### src/sv/bnse_pkg.sv
// Shared types and constants for the bounded number set engine.
package bnse_pkg;

	localparam int OPERAND_W = 32;
	localparam int ANSWER_W  = 38;
	localparam int FILL_W    = 7;

	typedef enum logic [1:0] {
		KIND_APPEND     = 2'd0,
		KIND_REMOVE     = 2'd1,
		KIND_COUNT_GT   = 2'd2,
		KIND_PARITY_SUM = 2'd3
	} kind_e_t;

	typedef enum logic [1:0] {
		STATUS_OK        = 2'd0,
		STATUS_FULL      = 2'd1,
		STATUS_NOT_FOUND = 2'd2
	} status_e_t;

	// Query token walking the row of cells.
	typedef struct packed {
		logic                        vld;
		kind_e_t                     kind;
		logic signed [OPERAND_W-1:0] operand;
		logic        [ANSWER_W-1:0]  acc;
		logic                        hit;   // match found (remove) or slot taken (append)
	} token_t;

endpackage

### src/sv/bnse_cell.sv
// One storage cell of the list: holds one entry and works on the passing token.
module bnse_cell #(
	parameter int CNT_W = 7
) (
	input  logic                                       clk,
	input  logic                                       arst_n,
	input  bnse_pkg::token_t                           tok_in,
	input  logic [CNT_W-1:0]                           left_in,
	input  logic signed [bnse_pkg::OPERAND_W-1:0]      nbr_entry,
	input  logic                                       nbr_pull,
	output bnse_pkg::token_t                           tok_out,
	output logic [CNT_W-1:0]                           left_out,
	output logic signed [bnse_pkg::OPERAND_W-1:0]      entry,
	output logic                                       pull
);
	import bnse_pkg::*;

	logic signed [OPERAND_W-1:0] ent_q;
	token_t                      tok_q;
	logic [CNT_W-1:0]            left_q;
	logic                        live;
	logic                        hit_here;
	logic                        app_here;
	logic [ANSWER_W-1:0]         addend;

	// entry is live while entries are still left ahead of the token
	assign live     = tok_in.vld && (left_in != '0);
	assign hit_here = (tok_in.kind == KIND_REMOVE) && live && !tok_in.hit &&
			(ent_q == tok_in.operand);
	assign app_here = (tok_in.kind == KIND_APPEND) && tok_in.vld &&
			(left_in == '0) && !tok_in.hit;
	// past the removed entry: left neighbor takes ours
	assign pull     = tok_in.vld && (tok_in.kind == KIND_REMOVE) && tok_in.hit;

	always_comb begin
		addend = '0;
		unique case (tok_in.kind)
			KIND_COUNT_GT: begin
				if (live && (ent_q > tok_in.operand))
					addend = ANSWER_W'(1);
			end
			KIND_PARITY_SUM: begin
				if (live && (ent_q[0] == tok_in.operand[0]))
					addend = ANSWER_W'(ent_q);
			end
			default: addend = '0;
		endcase
	end

	always_ff @(posedge clk) begin
		if (app_here)
			ent_q <= tok_in.operand;
		else if (nbr_pull)
			ent_q <= nbr_entry;
	end

	always_ff @(posedge clk or negedge arst_n) begin
		if (!arst_n) begin
			tok_q  <= '0;
			left_q <= '0;
		end else begin
			tok_q.vld     <= tok_in.vld;
			tok_q.kind    <= tok_in.kind;
			tok_q.operand <= tok_in.operand;
			tok_q.acc     <= tok_in.acc + addend;
			tok_q.hit     <= tok_in.hit | hit_here | app_here;
			left_q        <= (left_in != '0) ? left_in - CNT_W'(1) : '0;
		end
	end

	assign tok_out  = tok_q;
	assign left_out = left_q;
	assign entry    = ent_q;

endmodule

### config.mk
export PLATFORM = sky130hd
export DESIGN_NAME = bnse_cell
export DESIGN_NICKNAME = d
export VERILOG_FILES = /design/src/sv/bnse_pkg.sv /design/src/sv/bnse_cell.sv
export SDC_FILE = /design/constraint.sdc
export NUM_CORES = 1
export LEC_CHECK = 0
export BUFFER_PORTS_ARGS = -buffer_cell sky130_fd_sc_hd__buf_2
export CORE_MARGIN = 4
export CORE_UTILIZATION = 44
export CTS_CLUSTER_DIAMETER = 60
export DETAILED_ROUTE_END_ITERATION = 16
export PLACE_DENSITY = 0.72
export SETUP_SLACK_MARGIN = 0.05
export SYNTH_ARGS = -nofsm -noshare
export SYNTH_HDL_FRONTEND = slang
export SYNTH_SLANG_ARGS = --single-unit
### constraint.sdc
create_clock -name clk -period 6.2 [get_ports clk]
set_input_delay 0.62 -clock clk [delete_from_list [all_inputs] [get_ports clk]]
set_output_delay 0.62 -clock clk [all_outputs]
set_load 0.02 [all_outputs]
# Word level (Yosys, flattened, before mapping)
# Cells that the tools add are included.
# word_totals
regBits,113
latchBits,0
ram_bits,0
mem_bits_ro,0
word_cells,39
memories,0
# classes
addsub,2
multipliers,0
n_div,0
magnitude_cmp,1
n_eq_ne,5
shifts,0
muxes,6
bitwise_logic,2
reduce_logical,16
# ops
cell,count
$pmux 38 s2,1
$mux 32,2
$add 38x38->38,1
$mux 38,1
$eq 32x32->1,1
$gt 32x32->1,1
$logic_and 1x1->1,11
$logic_not 7->1,1
$mux 7,1
$reduce_bool 7->1,1
$sub 7x1->7 const B,1
$eq 2x2->1 const B,2
$eq 2x1->1 const B,1
$logic_not 2->1,1
$or 1x1->1,2
$reduce_bool 2->1,1
$eq 1x1->1,1
$logic_not 1->1,1
$mux 1,1

# Logic depth before layout (Yosys ltp)
# Gate-level depths: netlist (run 1).
# logic_depth
depth_word,7
ltp_mapped,21
ltp_nobuf,21

# Least setup slack after synthesis (run 1)
# No wires, ideal clock.
# synth_path
path_type,in2reg
startpoint,input port left_in[0]
endpoint,"register tok_q, in the netlist tok_out[37]"
setup_ns,0.104
t_arrival_ns,4.821
path_slack_ns,1.275
stages,19
n_path_buf,1
path_cell_list,inv_1 ha_1 or4b_1 nor3_1 clkbuf_1 a2111oi_0 or3b_2 nand3_1 ha_1 inv_1 fa_1 and2b_1 o2111ai_1 a21oi_2 o21ai_2 o41a_1 o21a_1 o31a_1 o311ai_1
# synth_via
elab_chain_cells,6
word_cells_on_any_way,8
cone_classes,add/sub: 1; mux: 3; reduce/logical: 4
# synth_rtl
item,line,source
from (decl),bnse_cell.sv:8,"input logic [CNT_W-1:0] left_in,"
$reduce_bool 7->1 (*),bnse_cell.sv:27,assign live = tok_in.vld && (left_in != '0);
$logic_and 1x1->1 (*),bnse_cell.sv:27,
"$logic_and 1x1->1, on equally long branches","bnse_cell.sv:43, bnse_cell.sv:39",
$mux 38 / $mux 1 (equally long branches),"bnse_cell.sv:43, bnse_cell.sv:39",
$pmux 38 s2 (*),bnse_cell.sv:37,unique case (tok_in.kind)
$add 38x38->38 (*),bnse_cell.sv:65,tok_q.acc <= tok_in.acc + addend;
to (decl),bnse_cell.sv:19,token_t tok_q;
# Mark *: on every way between the ends. The rest lies on a longest branch, timed or not.
# A chain may end at the register's enable or synchronous reset.

# Worst setup path in the final report (run 1)
# layout_path
startpoint,"register ent_q[26], in the netlist entry[26]"
endpoint,"register tok_q, in the netlist tok_out[37]"
# layout_via
elab_chain_cells,5
word_cells_on_any_way,6
cone_classes,add/sub: 1; order compare: 1; mux: 3; reduce/logical: 1
# layout_rtl
item,line,source
from (decl),bnse_cell.sv:18,logic signed [OPERAND_W-1:0] ent_q;
from (signal assigned),bnse_cell.sv:52,ent_q <= tok_in.operand;
from (signal assigned),bnse_cell.sv:54,ent_q <= nbr_entry;
$gt 32x32->1,bnse_cell.sv:39,if (live && (ent_q > tok_in.operand))
$logic_and 1x1->1,bnse_cell.sv:39,
$mux 1,bnse_cell.sv:39,
$pmux 38 s2 (*),bnse_cell.sv:37,
$add 38x38->38 (*),bnse_cell.sv:65,
# Marked as above.

==> results.py, run 1 <==
metrics = {
    "synth": {
        "netlist_instances": 645,
        "synthAdderAreaFrac": 0.138,
        "yosysWarnings": 0,
        "yosysMostFrequentCell": "dfrtp_1",
        "ys_async_sr_fraction": 0.717,
        "yosys.area.top_type_share": 0.312,
        "postSynthNetCount": 832,
        "ys_types": 56,
        "synth_edf_count": 32,
        "synth_xor_area_frac": 0.0499,
        "avgSynthCellArea_um2": 10.1,
        "ys_top_cells_by_count": "dfrtp_1 (81), ha_1 (70), nand2_1 (63)",
        "yosys.area.top_type": "dfrtp_1",
        "yosys.area_share.simple": 0.136,
        "netlist_area_um2": 6500,
        "synth_flop_cell": "dfrtp_1",
        "ys_ff_latch": 113,
        "netlist_top_cells_area": "dfrtp_1 (31%), edfxtp_1 (15%), ha_1 (13%)",
        "synth_top_family_by_area": "compound AO/OA/AOI/OAI gates",
        "synth_compound_area_frac": 0.177,
        "seq_area_frac_synth": 0.460,
        "muxShareOfSynthArea": 0.00327,
    },
    "die": {
        "initial_utilization": 0.449,
        "ios": 230,
        "dieWidth_um": 130,
        "dieHeight_um": 130,
        "std_cell_rows": 44,
        "core_area_um2": 14500,
        "design.die.area_um2": 16800,
    },
    "power_and_ir_drop": {
        "peakVddDrop_mv": 0.164,
        "power_density_nw_per_um2": 258,
        "power.total_uw": 2170,
        "p_leak_uw": 0.00434,
    },
    "clocking": {
        "cts_hold_buf": 0,
        "cts_sinks": 113,
        "cts_buffers": 17,
        "cts_resized": 0,
        "clk_pin_slew_ns": 0.06,
        "clock_latency_ns": 0.42,
        "cts_tree": "done",
        "cts_buffer_depth": 2,
        "cts_setup_buffers": 0,
        "cts_root_buf": "clkbuf_16",
        "cts_max_level": 4,
    },
    "placement": {
        "port_buffers": 229,
        "post-dp-hpwl_um": 14500,
        "dp_cells": 1043,
        "gp_congestion": 0.869,
    },
    "cells_and_area": {
        "n_antenna_cell": 0,
        "area_growth_pct": 29.4,
        "fin_cells": 1075,
        "fillers": 1322,
        "fin_nets": 1065,
        "seqCellArea_um2": 2990,
        "multi_input_area_um2": 3290,
        "drive_gt1_frac": 0.306,
    },
    "sta": {
        "clock_skew_ns": 0.0112,
        "slew_viol_final": 0,
        "timing.fmax_ghz": 0.189,
        "timing.final.crit_period_ns": 5.29,
        "post-route-period-util": 0.854,
        "maxSlewHeadroom": 0.323,
        "tightest_slew_ns": 1.01,
        "rsz0062_at_grt": "no",
        "tns_ns": 0,
        "hold_viol": 0,
        "setup_viol": 0,
    },
    "critical_path": {
        "path_max_fanout": 4,
        "cp_data_required_time_ns": 6.51,
        "cp-start-kind": "register",
        "r2r_setup_slack_ns": 0.91,
        "cp.arrival_ns": 5.60,
        "end_kind": "register",
        "critical_path_class": "reg -> reg",
    },
    "global_route": {
        "grt_overflow": 0,
        "grt_pass1_wl_um": 28400,
        "track_usage": 0.221,
        "grt_max_degree": 82,
        "first_global_vias": 5503,
        "antenna_found_initial": 0,
    },
    "detailed_routing": {
        "first_iter_violations": 419,
        "drtPass1Iterations": 5,
        "post_drt_wl_per_cell_um": 17.0,
        "drc_errors": 0,
        "avgViaCountPerCell": 5.21,
        "vias": 5597,
        "ant_nets": 0,
        "wirelength_um": 18300,
    },
    "run": {
        "drv_cap": 0,
    },
    "min_path": {
        "hp-class": "in -> reg",
    },
    "outcome": {
        "status": "finished, final reports clean",
    },
}
[where the power goes]
group,switching (uW),internal (uW),total (uW)
sequential,26.4,828,855
clock,372,549,921
combinational,244,147,391
[stage by stage]
stage | cell area, um^2 | utilization | setup slack, ns | hold slack [ns]
6_report | 8410 | 0.581 | 0.906 | 0.316
5_1_grt | 8410 | 0.581 | 0.507 | 0.299
4_1_cts | 8410 | 0.581 | 0.921 | 0.299
3_5_place_dp | 7850 | 0.542 | 0.662 | 0.735
3_3_place_gp | 7850 | 0.542 | 0.879 | 0.743
2_1_floorplan | 6500 | - | 1.27 | 0.324
[cells in the final DEF (no fill, tap or decap), types with 3 or more instances in the layout]
master and instances:
a2111oi_0 4, nand4_1 15, o21a_1 7, dfrtp_1 81
nand2_1 63, xnor2_1 24, nor2b_1 6, a31oi_1 3
a21oi_1 46, nand2b_1 5, clkbuf_16 18, buf_2 228
clkinv_4 3, clkinvlp_4 3, xor2_1 13, edfxtp_1 32
nor3_1 8, a211oi_1 6, nand3_1 7, inv_6 4
buf_4 4, inv_1 44, and2_1 31, nor2_1 29
ha_1 70, o21ai_0 55, a21o_1 31, o21bai_1 8
[worst max-delay path, stage by stage (launching register included)]
cell and delay [ns]:
edfxtp_1 0.45, ha_1 0.32, nand4_1 0.12, or2_2 0.15, nor3_1 0.07, a2111oi_0 0.81
or3b_2 0.50, nand3_1 0.09, ha_1 0.22, inv_1 0.07, fa_1 0.39, and2b_1 0.23
o2111ai_1 0.15, a21oi_2 0.21, o21ai_2 0.11, o41a_1 0.45, o21a_1 0.25, o31a_1 0.30
o311ai_1 0.27
[area by class of cell]
| type | count | area share |
|---|---|---|
| multi-input cells | 470 | 0.391 |
| flip-flops and latches | 113 | 0.355 |
| repair buffers | 232 | 0.139 |
| clock buffers | 19 | 0.0552 |
| well taps | 184 | 0.0274 |
| inverters | 44 | 0.0196 |
| clock inverters | 13 | 0.0118 |
[registers in the layout, summed over array words and instances, names as in the netlist]
name and count:
tok_out 74, left_out 7, entry 32
[final timing paths]
kind / from / endpoint / cells after the start
max in group asynchronous: arst_n / tok_out[31]$_DFF_PN0_ / 1
worst min-delay path: tok_in[67] / tok_out[67]$_DFF_PN0_ / 1
worst min register to register: entry[0]$_DFFE_PP_ / tok_out[1]$_DFF_PN0_ / 3
min in group asynchronous: arst_n / tok_out[49]$_DFF_PN0_ / 1
worst max-delay path: entry[26]$_DFFE_PP_ / tok_out[37]$_DFF_PN0_ / 18
worst max register to register: entry[26]$_DFFE_PP_ / tok_out[37]$_DFF_PN0_ / 18
[logic make-up (layout without fill, tap and decap cells)]
| kind of cell | after synthesis | in the layout |
|---|---|---|
| fa+ha+maj | 71 | 71 |
| simple gates | 178 | 178 |
| xor+xnor | 37 | 37 |
| buf+inv | 62 | 308 |
| compound gates | 182 | 182 |
| mux | 2 | 2 |
| flops | 113 | 113 |
[routing by layer]
layer / global-route usage / share of wire / vias to the layer above
li1: - / - / 2778
met1: 0.275 / 0.42 / 2601
met2: 0.371 / 0.49 / 184
met3: 0.0565 / 0.067 / 34
met4: 0.0837 / 0.024 / 0
met5: 0 / 0 / -
(Power assumes the default switching activity.)
==> inputs of run 2 (changes only) <==
--- a/config.mk
+++ b/config.mk
@@ -11,6 +11,7 @@
 export CTS_CLUSTER_DIAMETER = 60
 export DETAILED_ROUTE_END_ITERATION = 16
 export PLACE_DENSITY = 0.72
+export REMOVE_ABC_BUFFERS = 1
 export SETUP_SLACK_MARGIN = 0.05
 export SYNTH_ARGS = -nofsm -noshare
 export SYNTH_HDL_FRONTEND = slang
==> constraint.sdc (replaced) <==
create_clock -name clk -period 5.05 [get_ports clk]
set_input_delay 0.505 -clock clk [delete_from_list [all_inputs] [get_ports clk]]
set_output_delay 0.505 -clock clk [all_outputs]
set_load 0.02 [all_outputs]
==> results.py, run 2 (same netlist as run 1, synthesis figures left out) <==
metrics = {
    "outcome": {
        "status": "finished, final reports clean",
    },
    "clocking": {
        "clock_latency_ns": 0.43,
        "cts_sinks": 113,
        "clk_pin_slew_ns": 0.06,
        "cts_buffer_depth": 2,
        "cts_hold_buf": 0,
        "cts_buffers": 17,
        "cts_root_buf": "clkbuf_16",
        "cts_tree": "done",
        "cts_max_level": 4,
    },
    "sta": {
        "slew_viol_final": 0,
        "rsz0062_at_grt": "no",
        "maxSlewHeadroom": 0.287,
        "setup_viol": 0,
        "timing.final.crit_period_ns": 4.77,
        "tightest_slew_ns": 1.07,
        "hold_viol": 0,
        "post-route-period-util": 0.944,
        "timing.fmax_ghz": 0.210,
        "clock_skew_ns": 0.0167,
        "tns_ns": 0,
        "setup_ws_ns": 0.282,
    },
    "critical_path": {
        "slowest_stage": "or3b_2",
        "slowest_delay_ns": 0.45,
        "end_kind": "register",
        "path_max_fanout": 3,
        "cp_data_required_time_ns": 5.37,
        "cp.arrival_ns": 5.08,
        "cp-start-kind": "register",
        "critical_path_class": "reg -> reg",
        "crit_chain": "ha_1 > nand4_1 > or2_2 > nor3_1 > a2111oi_1 > buf_4 > or3b_2 > nand3_2 > ha_2 > inv_1 > fa_1 > and2b_1 > o2111ai_2 > a21oi_2 > o21ai_2 > o41a_1 > o21a_1 > o31a_1 > o311ai_1",
    },
    "cells_and_area": {
        "final_area_um2": 8700,
        "fillers": 1251,
        "fin_nets": 1089,
        "multi_input_area_um2": 3350,
        "layout_common_cells": "buf_2 (228), dfrtp_1 (81), ha_1 (68)",
        "seqCellArea_um2": 2990,
        "drive_gt1_frac": 0.329,
        "layout_commonest_cell": "buf_2",
        "area_growth_pct": 33.9,
        "largest_reg_flops": 74,
    },
    "power_and_ir_drop": {
        "power.total_uw": 2800,
        "p_leak_uw": 0.00449,
        "peakVddDrop_mv": 0.253,
        "power_density_nw_per_um2": 322,
    },
    "placement": {
        "place_ws_ns": -0.0478,
        "port_buffers": 229,
        "gp_congestion": 0.881,
        "post-dp-hpwl_um": 14800,
        "placed_area_um2": 7990,
    },
    "die": {
        "initial_utilization": 0.449,
        "dieHeight_um": 130,
        "std_cell_rows": 44,
        "ios": 230,
        "core_area_um2": 14500,
        "dieWidth_um": 130,
        "design.die.area_um2": 16800,
    },
    "min_path": {
        "hp-class": "in -> reg",
    },
    "detailed_routing": {
        "first_iter_violations": 375,
        "drtPass1Iterations": 5,
        "vias": 5771,
        "drc_errors": 0,
        "ant_nets": 0,
        "avgViaCountPerCell": 5.25,
        "wirelength_um": 18900,
        "post_drt_wl_per_cell_um": 17.2,
    },
    "global_route": {
        "grt_max_degree": 82,
        "antenna_found_initial": 1,
        "first_global_vias": 5733,
        "grt_pass1_wl_um": 29100,
        "track_usage": 0.226,
        "grt_overflow": 0,
    },
    "run": {
        "drv_cap": 0,
    },
}
-- run 2: final timing paths --
| check | depth (start not counted) | end | slack (ns) | start |
|---|---|---|---|---|
| hold reg to reg | 3 | tok_out[1]$_DFF_PN0_ | 0.79 | entry[0]$_DFFE_PP_ |
| min in group asynchronous | 1 | tok_out[36]$_DFF_PN0_ | 0.28 | arst_n |
| setup reg to reg | 19 | tok_out[37]$_DFF_PN0_ | 0.28 | entry[26]$_DFFE_PP_ |
| setup / recovery | 19 | tok_out[37]$_DFF_PN0_ | 0.28 | entry[26]$_DFFE_PP_ |
| hold / removal | 1 | tok_out[48]$_DFF_PN0_ | 0.20 | tok_in[48] |
| max in group asynchronous | 1 | tok_out[4]$_DFF_PN0_ | 4.07 | arst_n |
-- run 2: metal layers --
metal,share of wire,global-route usage
met1,0.42,0.280
met2,0.49,0.373
met3,0.063,0.0676
met4,0.029,0.0886
met5,0,0
-- run 2: worst max-delay path, delay by kind of cell (launching register included) --
family,cells,cell delay (ns)
AND/OR/NAND/NOR,6,1.10
adder cells (fa/ha/maj),3,0.90
flip-flops,1,0.42
buffers and inverters,2,0.23
AO/OA/AOI/OAI,8,2.01
-- run 2: cell type report --
cell class | count | area share
Antenna cell | 2 | 0.000575
Timing Repair Buffer | 256 | 0.157
Tap cell | 184 | 0.0265
Sequential cell | 113 | 0.343
Clock inverter | 11 | 0.0191
Clock buffer | 20 | 0.0502
Inverter | 44 | 0.0190
Multi-Input combinational cell | 470 | 0.385
-- run 2: where the power goes --
part | internal (uW) | total, uW | switching [uW]
Clock | 819 | 1250 | 431
Sequential | 1020 | 1050 | 34.2
Combinational | 192 | 497 | 305
-- run 2: repair_timing --
action / CTS / global route
buffers inserted: 0 / 6
resized for setup: 0 / 11
endpoints found under the setup margin: 0 / 10
-- run 2: stage by stage --
step / util / std cells / hold slack [ns]
after floorplan: - / 627 / 0.209
after global placement: 0.552 / 1061 / 0.626
after detailed placement: 0.552 / 1061 / 0.628
after CTS: 0.594 / 1092 / 0.185
after global routing: 0.601 / 1099 / 0.186
final: 0.601 / 1100 / 0.197
